<file path="src/design/vwcg_pkg.sv">
// Shared types and constants for the velocity window candidate grid.
package vwcg_pkg;

  // Divider operand widths: dividends are 16-bit magnitudes, divisors are sample counts minus one.
  localparam int DIV_W = 16;
  localparam int REM_W = 3;
  localparam int CNT_W = 3;

  // Configuration register indexes.
  localparam logic [2:0] REG_MIN_LINEAR    = 3'd0;
  localparam logic [2:0] REG_VEL_WINDOW    = 3'd1;
  localparam logic [2:0] REG_MAX_ANGULAR   = 3'd2;
  localparam logic [2:0] REG_LINEAR_COUNT  = 3'd3;
  localparam logic [2:0] REG_ANGULAR_COUNT = 3'd4;

  // Row source select.
  localparam logic [1:0] ROW_ZERO   = 2'd0;
  localparam logic [1:0] ROW_SAMPLE = 2'd1;
  localparam logic [1:0] ROW_REV    = 2'd2;
  localparam logic [1:0] ROW_HALF   = 2'd3;

  typedef struct packed {
    logic signed [15:0] current_velocity;
    logic signed [15:0] speed_cap;
  } request_t;

  typedef struct packed {
    logic signed [15:0] linear_velocity;
    logic signed [15:0] angular_velocity;
    logic               last_candidate;
  } result_t;

  typedef struct packed {
    logic signed [15:0] min_linear_velocity;
    logic [14:0]        velocity_window;
    logic [14:0]        max_angular_velocity;
    logic [2:0]         linear_sample_count;
    logic [2:0]         angular_sample_count;
  } config_t;

  typedef struct packed {
    logic       load;
    logic       fix;
    logic       div_start;
    logic       emit;
    logic       last;
    logic       col_adv;
    logic       lin_step;
    logic [1:0] row_sel;
  } dp_cmd_t;

  typedef struct packed {
    logic div_done;
    logic col_last;
    logic samp_kept;
    logic samp_last;
    logic rev_active;
    logic hi_pos;
  } dp_stat_t;

endpackage

</file>
<file path="src/design/vwcg_div.sv">
// Restoring divider: 16-bit unsigned dividend by a small divisor, one quotient bit per cycle.
module vwcg_div
  import vwcg_pkg::*;
(
  input  logic             clk,
  input  logic             rst,
  input  logic             start,
  input  logic [DIV_W-1:0] dividend,
  input  logic [REM_W-1:0] divisor,
  output logic             done,
  output logic [DIV_W-1:0] quot,
  output logic [REM_W-1:0] rem
);

  localparam int STEP_W = $clog2(DIV_W + 1);

  logic [STEP_W-1:0] steps;
  logic [REM_W:0]    trial;
  logic              fits;

  assign trial = {rem, quot[DIV_W-1]};
  assign fits  = trial >= {1'b0, divisor};
  assign done  = steps == '0;

  always_ff @(posedge clk) begin
    if (rst) begin
      steps <= '0;
    end else if (start) begin
      steps <= STEP_W'(DIV_W);
    end else if (!done) begin
      steps <= steps - 1'b1;
    end
  end

  always_ff @(posedge clk) begin
    if (start) begin
      quot <= dividend;
      rem  <= '0;
    end else if (!done) begin
      quot <= {quot[DIV_W-2:0], fits};
      rem  <= fits ? REM_W'(trial - {1'b0, divisor}) : trial[REM_W-1:0];
    end
  end

endmodule

</file>
<file path="src/design/vwcg_dp.sv">
// Datapath: window bounds, two dividers, row and column accumulators, result register.
module vwcg_dp
  import vwcg_pkg::*;
#(
  parameter int MAX_LINEAR_SAMPLES  = 5,
  parameter int MAX_ANGULAR_SAMPLES = 7
) (
  input  logic     clk,
  input  logic     rst,
  input  request_t request,
  input  config_t  cfg,
  input  dp_cmd_t  cmd,
  output dp_stat_t stat,
  output logic     valid,
  output result_t  result
);

  logic signed [15:0] v_rev, hi_raw, lo, hi;
  logic [14:0]        wmax;
  logic [CNT_W-1:0]   nl, na;
  logic [CNT_W-1:0]   nl_clamp, na_clamp;

  logic signed [16:0] cur_ext, lo_diff, hi_sum, vmin_ext, cap_ext, win_span;
  logic signed [15:0] fixed_lo;

  logic [DIV_W-1:0]   lin_qd, ang_qd;
  logic [REM_W-1:0]   lin_rd, ang_rd;
  logic               lin_done, ang_done;

  logic [DIV_W-1:0]   lin_q, ang_q;
  logic [REM_W-1:0]   lin_r, ang_r;
  logic [CNT_W-1:0]   lin_idx, col_idx;
  logic [REM_W:0]     lin_rsum, ang_rsum;
  logic               lin_carry, ang_carry;

  logic signed [17:0] samp;
  logic signed [16:0] col_raw;
  logic signed [15:0] row_val, col_val;

  // Sample counts held to their legal ranges.
  always_comb begin
    nl_clamp = cfg.linear_sample_count;
    if (nl_clamp < 3'd2) nl_clamp = 3'd2;
    if (nl_clamp > CNT_W'(MAX_LINEAR_SAMPLES)) nl_clamp = CNT_W'(MAX_LINEAR_SAMPLES);
    na_clamp = cfg.angular_sample_count;
    if (na_clamp < 3'd3) na_clamp = 3'd3;
    if (na_clamp > CNT_W'(MAX_ANGULAR_SAMPLES)) na_clamp = CNT_W'(MAX_ANGULAR_SAMPLES);
  end

  assign cur_ext  = {request.current_velocity[15], request.current_velocity};
  assign vmin_ext = {cfg.min_linear_velocity[15], cfg.min_linear_velocity};
  assign cap_ext  = {request.speed_cap[15], request.speed_cap};
  assign lo_diff  = cur_ext - {2'b00, cfg.velocity_window};
  assign hi_sum   = cur_ext + {2'b00, cfg.velocity_window};
  assign fixed_lo = (cfg.min_linear_velocity > hi_raw) ? cfg.min_linear_velocity : hi_raw;
  assign win_span = {hi[15], hi} - {lo[15], lo};

  always_ff @(posedge clk) begin
    if (cmd.load) begin
      v_rev  <= (vmin_ext > lo_diff) ? cfg.min_linear_velocity : lo_diff[15:0];
      hi_raw <= (hi_sum > cap_ext) ? request.speed_cap : hi_sum[15:0];
      wmax   <= cfg.max_angular_velocity;
      nl     <= nl_clamp;
      na     <= na_clamp;
    end
    if (cmd.fix) begin
      if (hi_raw < v_rev) begin
        lo <= fixed_lo;
        hi <= fixed_lo;
      end else begin
        lo <= v_rev;
        hi <= hi_raw;
      end
    end
  end

  vwcg_div u_lin_div (
    .clk      (clk),
    .rst      (rst),
    .start    (cmd.div_start),
    .dividend (win_span[DIV_W-1:0]),
    .divisor  (nl - 1'b1),
    .done     (lin_done),
    .quot     (lin_qd),
    .rem      (lin_rd)
  );

  vwcg_div u_ang_div (
    .clk      (clk),
    .rst      (rst),
    .start    (cmd.div_start),
    .dividend ({wmax, 1'b0}),
    .divisor  (na - 1'b1),
    .done     (ang_done),
    .quot     (ang_qd),
    .rem      (ang_rd)
  );

  // Sample i of a span D over n steps is Q*i + floor(R*i/n); the remainder
  // accumulates and carries into the quotient once it reaches n.
  assign lin_rsum  = {1'b0, lin_r} + {1'b0, lin_rd};
  assign lin_carry = lin_rsum >= {1'b0, nl - 1'b1};
  assign ang_rsum  = {1'b0, ang_r} + {1'b0, ang_rd};
  assign ang_carry = ang_rsum >= {1'b0, na - 1'b1};

  always_ff @(posedge clk) begin
    if (cmd.div_start) begin
      lin_q   <= '0;
      lin_r   <= '0;
      lin_idx <= '0;
    end else if (cmd.lin_step) begin
      lin_q   <= lin_q + lin_qd + DIV_W'(lin_carry);
      lin_r   <= lin_carry ? REM_W'(lin_rsum - {1'b0, nl - 1'b1}) : lin_rsum[REM_W-1:0];
      lin_idx <= lin_idx + 1'b1;
    end
  end

  always_ff @(posedge clk) begin
    if (cmd.div_start || (cmd.col_adv && stat.col_last)) begin
      ang_q   <= '0;
      ang_r   <= '0;
      col_idx <= '0;
    end else if (cmd.col_adv) begin
      ang_q   <= ang_q + ang_qd + DIV_W'(ang_carry);
      ang_r   <= ang_carry ? REM_W'(ang_rsum - {1'b0, na - 1'b1}) : ang_rsum[REM_W-1:0];
      col_idx <= col_idx + 1'b1;
    end
  end

  assign samp    = {{2{lo[15]}}, lo} + {2'b00, lin_q};
  assign col_raw = {1'b0, ang_q} - {2'b00, wmax};
  assign col_val = (col_idx == na) ? 16'sd0 : col_raw[15:0];

  always_comb begin
    case (cmd.row_sel)
      ROW_ZERO:   row_val = 16'sd0;
      ROW_SAMPLE: row_val = samp[15:0];
      ROW_REV:    row_val = v_rev;
      ROW_HALF:   row_val = v_rev >>> 1;
      default:    row_val = 16'sd0;
    endcase
  end

  assign stat.div_done   = lin_done && ang_done;
  assign stat.col_last   = (wmax != '0) ? (col_idx == na) : (col_idx == na - 1'b1);
  assign stat.samp_kept  = samp > 18'sd4;
  assign stat.samp_last  = lin_idx == nl - 1'b1;
  assign stat.rev_active = v_rev < -16'sd4;
  assign stat.hi_pos     = hi > 16'sd4;

  always_ff @(posedge clk) begin
    if (rst) begin
      valid <= 1'b0;
    end else begin
      valid <= cmd.emit;
    end
  end

  always_ff @(posedge clk) begin
    if (cmd.emit) begin
      result.linear_velocity  <= row_val;
      result.angular_velocity <= col_val;
      result.last_candidate   <= cmd.last;
    end
  end

endmodule

</file>
<file path="src/design/vwcg_ctrl.sv">
// Controller: sequences setup, division and the row-by-row walk of the grid.
module vwcg_ctrl
  import vwcg_pkg::*;
(
  input  logic     clk,
  input  logic     rst,
  input  logic     start,
  input  dp_stat_t stat,
  output dp_cmd_t  cmd,
  output logic     busy
);

  localparam logic [2:0] S_IDLE = 3'd0;
  localparam logic [2:0] S_FIX  = 3'd1;
  localparam logic [2:0] S_DGO  = 3'd2;
  localparam logic [2:0] S_DIV  = 3'd3;
  localparam logic [2:0] S_ZERO = 3'd4;
  localparam logic [2:0] S_SAMP = 3'd5;
  localparam logic [2:0] S_REV  = 3'd6;
  localparam logic [2:0] S_HALF = 3'd7;

  logic [2:0] state, state_next;

  assign busy = state != S_IDLE;

  always_ff @(posedge clk) begin
    if (rst) begin
      state <= S_IDLE;
    end else begin
      state <= state_next;
    end
  end

  always_comb begin
    state_next = state;
    cmd        = '0;
    cmd.row_sel = ROW_ZERO;
    case (state)
      S_IDLE: begin
        if (start) begin
          cmd.load   = 1'b1;
          state_next = S_FIX;
        end
      end
      S_FIX: begin
        cmd.fix    = 1'b1;
        state_next = S_DGO;
      end
      S_DGO: begin
        cmd.div_start = 1'b1;
        state_next    = S_DIV;
      end
      S_DIV: begin
        if (stat.div_done) state_next = S_ZERO;
      end
      S_ZERO: begin
        cmd.emit    = 1'b1;
        cmd.col_adv = 1'b1;
        cmd.last    = stat.col_last && !stat.rev_active && !stat.hi_pos;
        if (stat.col_last) begin
          if (stat.hi_pos) begin
            state_next = S_SAMP;
          end else if (stat.rev_active) begin
            state_next = S_REV;
          end else begin
            state_next = S_IDLE;
          end
        end
      end
      S_SAMP: begin
        cmd.row_sel = ROW_SAMPLE;
        if (stat.samp_kept) begin
          cmd.emit    = 1'b1;
          cmd.col_adv = 1'b1;
          cmd.last    = stat.col_last && stat.samp_last && !stat.rev_active;
          if (stat.col_last) begin
            cmd.lin_step = 1'b1;
            if (stat.samp_last) state_next = stat.rev_active ? S_REV : S_IDLE;
          end
        end else begin
          // Samples rise toward the upper bound, so a dropped one is never the last.
          cmd.lin_step = 1'b1;
        end
      end
      S_REV: begin
        cmd.row_sel = ROW_REV;
        cmd.emit    = 1'b1;
        cmd.col_adv = 1'b1;
        if (stat.col_last) state_next = S_HALF;
      end
      S_HALF: begin
        cmd.row_sel = ROW_HALF;
        cmd.emit    = 1'b1;
        cmd.col_adv = 1'b1;
        cmd.last    = stat.col_last;
        if (stat.col_last) state_next = S_IDLE;
      end
      default: begin
        state_next = S_IDLE;
      end
    endcase
  end

endmodule

</file>
<file path="src/design/velocity_window_candidate_grid.sv">
// Top level of the velocity window candidate grid: configuration registers and block wiring.
//
// Usage: present an item on request (current_velocity, speed_cap) and raise start.
// The item is taken at a rising edge where start is high and busy is low; busy then
// stays high until the last pair of that item's grid has been registered.
// Results appear on result one pair per cycle, with none for a dropped linear sample, each
// marked by valid for exactly one cycle; the final pair of a grid carries last_candidate.
// There is no back-pressure, so the receiver must take every pair in the cycle it appears.
// The grid is a zero row, the kept linear samples across the reachable window, and
// optionally a reverse row and its half, each crossed with the angular columns.
// Sequence: the accepting edge loads the request and configuration; the controller then
// fixes the window bounds, starts the two restoring dividers and waits until both have
// their 16-bit quotients; the zero-row state then registers the first pair. A new item
// is accepted in the cycle that the final pair of the previous one is shown.
// Reset (rst, synchronous, active high) returns the controller to idle, clears valid
// and loads the configuration registers with their defaults. Configuration is written
// through cfg_we, cfg_index and cfg_data; unknown indexes are ignored. The user must see
// that it is written only while the block is idle; the block itself does not enforce this.
module velocity_window_candidate_grid
  import vwcg_pkg::*;
#(
  parameter int MAX_LINEAR_SAMPLES  = 5,
  parameter int MAX_ANGULAR_SAMPLES = 7
) (
  input  logic        clk,
  input  logic        rst,
  input  logic        start,
  output logic        busy,
  input  request_t    request,
  output logic        valid,
  output result_t     result,
  input  logic        cfg_we,
  input  logic [2:0]  cfg_index,
  input  logic [15:0] cfg_data
);

  config_t  cfg;
  dp_cmd_t  cmd;
  dp_stat_t stat;

  // Configuration registers; each write takes effect at once.
  always_ff @(posedge clk) begin
    if (rst) begin
      cfg.min_linear_velocity  <= 16'sd0;
      cfg.velocity_window      <= 15'd1024;
      cfg.max_angular_velocity <= 15'd4096;
      cfg.linear_sample_count  <= 3'd5;
      cfg.angular_sample_count <= 3'd7;
    end else if (cfg_we) begin
      case (cfg_index)
        REG_MIN_LINEAR:    cfg.min_linear_velocity  <= cfg_data;
        REG_VEL_WINDOW:    cfg.velocity_window      <= cfg_data[14:0];
        REG_MAX_ANGULAR:   cfg.max_angular_velocity <= cfg_data[14:0];
        REG_LINEAR_COUNT:  cfg.linear_sample_count  <= cfg_data[2:0];
        REG_ANGULAR_COUNT: cfg.angular_sample_count <= cfg_data[2:0];
        default: ;
      endcase
    end
  end

  // The controller walks setup, division and the rows; the datapath does the arithmetic.
  vwcg_ctrl u_ctrl (
    .clk   (clk),
    .rst   (rst),
    .start (start),
    .stat  (stat),
    .cmd   (cmd),
    .busy  (busy)
  );

  vwcg_dp #(
    .MAX_LINEAR_SAMPLES  (MAX_LINEAR_SAMPLES),
    .MAX_ANGULAR_SAMPLES (MAX_ANGULAR_SAMPLES)
  ) u_dp (
    .clk     (clk),
    .rst     (rst),
    .request (request),
    .cfg     (cfg),
    .cmd     (cmd),
    .stat    (stat),
    .valid   (valid),
    .result  (result)
  );

  // An accepted item always makes the block busy on the next cycle.
  assert property (@(posedge clk) disable iff (rst) start && !busy |=> busy)
    else $error("block not busy after accepting an item");

  // The block only goes idle as the final pair of a grid is shown.
  assert property (@(posedge clk) disable iff (rst) $fell(busy) |-> valid && result.last_candidate)
    else $error("went idle without delivering the final pair");

  // A pair shown while idle must be the final pair of its grid.
  assert property (@(posedge clk) disable iff (rst) valid && !busy |-> result.last_candidate)
    else $error("pair shown while idle is not the final one");

endmodule
</file>
<file path="config.mk">
export PLATFORM = sky130hd
export DESIGN_NAME = velocity_window_candidate_grid
export DESIGN_NICKNAME = d
export VERILOG_FILES = /design/src/design/vwcg_pkg.sv /design/src/design/vwcg_div.sv /design/src/design/vwcg_dp.sv /design/src/design/vwcg_ctrl.sv /design/src/design/velocity_window_candidate_grid.sv
export SDC_FILE = /design/constraint.sdc
export NUM_CORES = 1
export LEC_CHECK = 0
export ABC_CLOCK_PERIOD_IN_PS = 6000
export BUFFER_PORTS_ARGS = -buffer_cell sky130_fd_sc_hd__buf_2
export CELL_PAD_IN_SITES_DETAIL_PLACEMENT = 1
export CELL_PAD_IN_SITES_GLOBAL_PLACEMENT = 1
export CORE_ASPECT_RATIO = 0.75
export CORE_MARGIN = 1.5
export CORE_UTILIZATION = 49
export CTS_CLUSTER_DIAMETER = 60
export CTS_CLUSTER_SIZE = 8
export DETAILED_ROUTE_END_ITERATION = 10
export GPL_TIMING_DRIVEN = 0
export HOLD_SLACK_MARGIN = 0.02
export PLACE_DENSITY = 0.93
export SLEW_MARGIN = 5
export SYNTH_ARGS = -nofsm -noshare
export SYNTH_HDL_FRONTEND = slang
export SYNTH_SLANG_ARGS = --single-unit
</file>
<file path="constraint.sdc">
create_clock -name clk -period 6 [get_ports clk]
set_input_delay 1.2 -clock clk [delete_from_list [all_inputs] [get_ports clk]]
set_output_delay 1.2 -clock clk [all_outputs]
set_load 0.005 [all_outputs]
</file>
# Word-level counts from Yosys, hierarchy flattened
# Index checks and enable logic that the tools add are counted.
[word_totals]
register_bits = 266
input_bits = 55
output_inout_bits = 35
word_cells = 163
[classes]
addsub = 21
magnitude_cmp = 15
n_eq_ne = 27
mux = 44
n_reduce_logical = 24
[op_table]
columns = ["operator", "n"]
rows = [
  ["2-to-1 mux 16 bit", 9],
  ["one-hot mux 16 bit (4 select lines)", 1],
  ["2-to-1 mux 3 bit", 17],
  ["adder 16 x 1 -> 16 bit", 2],
  ["adder 16 bit", 2],
  ["one-hot mux 3 bit (8 select lines)", 1],
  ["2-to-1 mux 5 bit", 4],
  ["adder 16 x 17 -> 18 bit", 1],
  ["> comparator 18 x 4 -> 1 bit (second input constant)", 1],
  ["adder 16 x 16 -> 17 bit", 1],
  ["> comparator 16 x 17 -> 1 bit", 1],
  ["> comparator 17 x 16 -> 1 bit", 1],
  ["subtractor 16 x 16 -> 17 bit", 1],
  ["greater-or-equal comparator 4 x 3 -> 1 bit", 4],
  ["> comparator 16 bit", 1],
  ["> comparator 16 x 4 -> 1 bit (second input constant)", 1],
  ["< comparator 16 bit", 1],
  ["< comparator 16 x 3 -> 1 bit (second input constant)", 1],
  ["subtractor 16 x 15 -> 16 bit", 1],
  ["subtractor 16 bit", 1],
  ["== test 3 bit (second input constant)", 5],
  ["nonzero test 15 bit", 1],
  ["== test 3 x 2 -> 1 bit (second input constant)", 4],
  ["subtractor 3 bit", 4],
  ["27 further kinds", 65],
]

# Depth between registers and ports, before layout
[logic_depth]
word_depth = 9
depth_mapped = 22
depth_no_buf = 21

# Hierarchy
# From an unflattened synthesis, not the netlist that was laid out.
[unflattened]
cells_unflattened = 1885
hier_area_um2 = 18297.5
[modules_own_cells]
columns = ["mod", "n_inst", "cells_per_inst", "area_per_inst_um2", "seq_area_each_um2"]
rows = [
  ["vwcg_dp", 1, 1471, 13556.8, 4444.3],
  ["velocity_window_candidate_grid", 1, 198, 2152.1, 1041.0],
  ["vwcg_div at u_dp.u_ang_div", 1, 87, 1138.6, 640.6],
  ["vwcg_div at u_dp.u_lin_div", 1, 86, 1138.6, 640.6],
  ["vwcg_ctrl", 1, 43, 311.5, 60.1],
]

# Worst setup path after synthesis
# No wires, ideal clock.
[synth_path]
path_type = "input to register"
start = "input request[16] in the netlist's numbering"
end = "register u_dp.hi_raw[10], data pin"
setup_ps = 260
arrival_time_ps = 5034
setup_slack_ps = 707
cell_stages = 19
path_buffers = 1
cell_sequence = "ha_1 -> inv_1 -> fa_1 -> o21ba_2 -> o21ai_0 -> a21oi_1 -> o21ai_0 -> a31o_2 -> a221oi_1 -> o21ai_0 -> xnor2_1 -> ha_1 -> nand4_1 -> or2_2 -> nor3_1 -> nand2_1 -> o2111ai_1 -> clkbuf_1 -> mux2_2"
[synth_between]
elab_chain_len = 3
[synth_rtl]
columns = ["item", "line_no", "source"]
rows = [
  ["start: declaration", "velocity_window_candidate_grid.sv:29", "input request_t request,"],
  ["adder 16 x 16 -> 17 bit (*)", "vwcg_dp.sv:54", "assign hi_sum = cur_ext + {2'b00, cfg.velocity_window};"],
  ["> comparator 17 x 16 -> 1 bit", "vwcg_dp.sv:61", "hi_raw <= (hi_sum > cap_ext) ? request.speed_cap : hi_sum[15:0];"],
  ["2-to-1 mux 16 bit (*)", "vwcg_dp.sv:61", ""],
  ["end signal: assignment", "vwcg_dp.sv:61", ""],
  ["end: declaration", "vwcg_dp.sv:18", "logic signed [15:0] v_rev, hi_raw, lo, hi;"],
]
# Every way passes the cells marked *; elsewhere a longest branch is shown, timed or not.
# A chain may end at the register's enable or synchronous reset.

# Final worst setup path
[layout_path]
start = "register u_dp.u_ang_div.rem[0]"
end = "register u_dp.ang_q[14]"
[layout_between]
elab_chain_len = 3
[layout_rtl]
columns = ["item", "line_no", "source"]
rows = [
  ["start: declaration", "vwcg_div.sv:12", "output logic [REM_W-1:0] rem"],
  ["start signal: assignment", "vwcg_div.sv:41", "rem <= fits ? REM_W'(trial - {1'b0, divisor}) : trial[REM_W-1:0];"],
  ["adder 3 x 3 -> 4 bit", "vwcg_dp.sv:103", "assign ang_rsum = {1'b0, ang_r} + {1'b0, ang_rd};"],
  ["greater-or-equal comparator 4 x 3 -> 1 bit", "vwcg_dp.sv:104", "assign ang_carry = ang_rsum >= {1'b0, na - 1'b1};"],
  ["adder 16 x 1 -> 16 bit", "vwcg_dp.sv:124", "ang_q <= ang_q + ang_qd + DIV_W'(ang_carry);"],
  ["end signal: assignment", "vwcg_dp.sv:124", ""],
  ["end: declaration", "vwcg_dp.sv:30", "logic [DIV_W-1:0] lin_q, ang_q;"],
]
# No other way between the ends.

==> summary.txt <==
GRT
  – Gr ovfl total: 0
  – Grt met3 use: 5.33%
  – GR peak layer: met2
  – Initial antenna violation count: 1
  – GR Layer Usage met1: 44.5%
  – Global-route wire length before repair: 97,900 um
  – Number of global-route vias before repair: 17,100
  – Met2 GRT Util: 54.0%
  – GRT Util Overall: 33.3%
  – Largest net degree at the start of global routing: 43

STA
  – Min Hold Slack: 0.429 ns
  – Max Fclk: 175 MHz
  – Final Hold Fails: 0
  – Final WS setup: 0.273 ns
  – Slew @ Worst Pin: 1.11 ns
  – Final setup vio count: 0
  – RSZ-0062 raised after global routing: false
  – Slew margin rel.: 26.1%
  – Clock skew: 0.0328 ns
  – Slew Limit Fails: 0
  – Fin crit share: 95.5%
  – Post-layout min period: 5.73 ns

Logic synthesis
  – Post-Syn Instances: 1,989
  – Post-synth cell types: 81
  – Yosys top cell by area: edfxtp_1
  – Synth warnings: 0
  – Seq cells post-synth: 266
  – Ranking of synthesized cells by area: edfxtp_1, ha_1, dfxtp_1
  – Sequential area share after synthesis: 37.7%
  – EDFF count, synth: 149
  – Synthesized area: 0.0181 sq mm
  – Post-Syn Nets: 2,255
  – Synth top area share: 24.8%
  – Syn Area/Cell: 9.08 sq um
  – Post-synth top flop: edfxtp_1
  – Async set-or-reset flop fraction in the synthesized netlist: 0%

Final layout
  – Ant diodes: 0
  – Final core utilization: 56.4%
  – Top Registers: cfg x52, u_dp.result x33
  – Most frequent cells in the layout: nand2_1, ha_1, a21oi_1
  – Number of flip-flops in the largest register: 52
  – Share of cells above drive strength 1: 9.85%
  – Top reg by flops: cfg
  – Commonest non-fill, non-tap cell in the layout: nand2_1
  – Syn-to-layout area delta: 12.8%
  – Final nets: 2,387

Setup path
  – RR Startpoint: u_dp.u_ang_div.rem[0]
  – Crit path from: u_dp.u_ang_div.rem[0]
  – Reg-to-Reg End: u_dp.ang_q[14]
  – WS Path Type: reg2reg
  – Startpoint types: flip-flop
  – WP data required: 6.44 ns
  – CP endpoint kind: flip-flop
  – Arr. time, crit path: 6.16 ns
  – Flop2flop setup slack: 0.27 ns
  – CP Max Fanout: 6
  – R2R depth: 18

Hold path
  – Hold Crit Class: reg2reg
  – Worst Hold Endpoint: u_dp.wmax[8]
  – Min-delay src: cfg[14]
  – Worst hold stages: 0

Floorplanning
  – Initial Util: 50.0%
  – Die area: 0.0380 sq mm
  – Die W: 225 um
  – Chip Height: 169 um
  – Rows: 60
  – Core Area: 0.0361 sq mm
  – I/O Pins: 90

Detailed routing
  – Final ANT Viol Nets: 0
  – WL per Instance: 24.2 um
  – 1st-pass router iterations: 7
  – Via-to-Cell Ratio: 6.23
  – Routed wire length: 64,000 um
  – Via Count: 16,500
  – DRC violation count after routing: 0
  – Initial DRC Count: 1,324

CTS
  – CTS H-tree lvls: 2
  – Clk buf depth: 3
  – Clock Sink Count: 266
  – Root buffer cell: clkbuf_16
  – Clock transition at the registers of the reported paths: 0.05 ns
  – CTS tree: built
  – Clock latency on the worst-skew pair: 0.58 ns
  – Number of CTS-inserted buffers: 39
  – Setup Fix Bufs, Post-CTS: 0

Outcome
  – Outcome: finished, final reports clean

Place
  – Port bufs: 89
  – Dpl hpwl: 48,200 um
  – Routability cong.: 0.929
  – Worst slack, placed: -0.239 ns

Pwr
  – Seq pwr share: 33.6%
  – Sw Share: 40.6%
  – Combinational power share: 40.2%
  – Clock network fraction of total power: 26.2%
  – Leakage power: 8.72 nW
  – P_sw: 3.35 mW
  – Internal power: 4.91 mW
  – PD cells: 405 mW/mm^2
  – Worst vdd ir: 0.223 mV

Flow run
  – Max Cap Violations: 0
==> synthesized netlist by cell type (18+ instances only) <==
library cell  instances
xnor2_1              72
o21ai_0             108
nand4_1              18
a21oi_1             186
edfxtp_1            149
nor2b_1              27
o21a_1               19
ha_1                196
mux2i_1              55
nor3_1               46
clkbuf_1             51
mux2_2               20
nand3_1              48
dfxtp_1             117
nor2_1              130
inv_1               177
xor2_1               33
nand2_1             240
a21o_1               31
==> stage by stage <==
step	TNS [ns]	power, mW	area, sq um	instances
after floorplan	0	4.85	18100	1989
after global placement	-0.0782	5.59	19100	2574
after detailed placement	-2.55	5.90	19200	2576
after CTS	0	8.17	20400	2648
after global routing	0	8.62	20400	2648
final	0	8.26	20400	2648
==> kinds of logic (layout without fill, tap and decap cells) <==
family,after synthesis,after routing,share of synthesized area [%]
flip-flops,266,266,37.7
multiplexers,75,75,4.30
adder cells (fa/ha/maj),212,212,15.3
XOR/XNOR,105,105,5.09
buffers and inverters,247,410,5.24
AO/OA/AOI/OAI,483,483,17.0
AND/OR/NAND/NOR,601,601,15.3
==> worst max-delay path, cell delays in order, from the launching register on <==
cell and delay [ns]:
dfxtp_1 0.46, ha_1 0.23, fa_1 0.46, ha_1 0.32
nand2_1 0.09, nand2_1 0.06, a2111o_1 0.54, fa_1 0.48
fa_1 0.43, a21o_1 0.20, a21o_1 0.21, a2111oi_0 0.74
o311ai_0 0.36, a21o_1 0.25, a21oi_1 0.25, o21ai_0 0.17
xor2_1 0.17, nand3_1 0.09, nand2_1 0.08
==> power groups by stage <==
stage	Combinational (mW)	Sequential (mW)	Clock, mW
floorplan	2.23	2.63	0
finish	3.32	2.77	2.16
global placement	2.83	2.75	0
global route	3.59	2.79	2.24
CTS	3.24	2.75	2.17
detailed placement	3.12	2.78	0
==> repair_timing <==
action,CTS,global route
resized for setup,0,3
endpoints found under the hold margin,0,0
hold buffers,0,0
setup endpoints to repair,0,17
==> cell type report <==
cell class | instances | area [sq um]
fillers | 4228 | 15700
multi-input cells | 1476 | 10300
flip-flops and latches | 266 | 6820
clock buffers | 69 | 1120
inverters | 179 | 672
well taps | 496 | 621
repair buffers | 91 | 469
plain buffers | 68 | 274
clock inverters | 3 | 52.6
==> worst max-delay path by stage <==
stage	to	slack [ns]
after global routing	u_dp.ang_q[14]	0.04
final	u_dp.ang_q[14]	0.27
after floorplan	u_dp.hi_raw[10]	0.71
after detailed placement	u_dp.hi_raw[13]	-0.24
after global placement	u_dp.lin_q[14]	-0.08
after CTS	u_dp.lin_q[14]	0.10
==> routing by layer <==
layer	wire, um	share of wire, %
met2	29200	46
met5	0	0
met4	2580	4.0
met3	4810	7.5
met1	27400	43
Power figures use the tool's default switching activity.
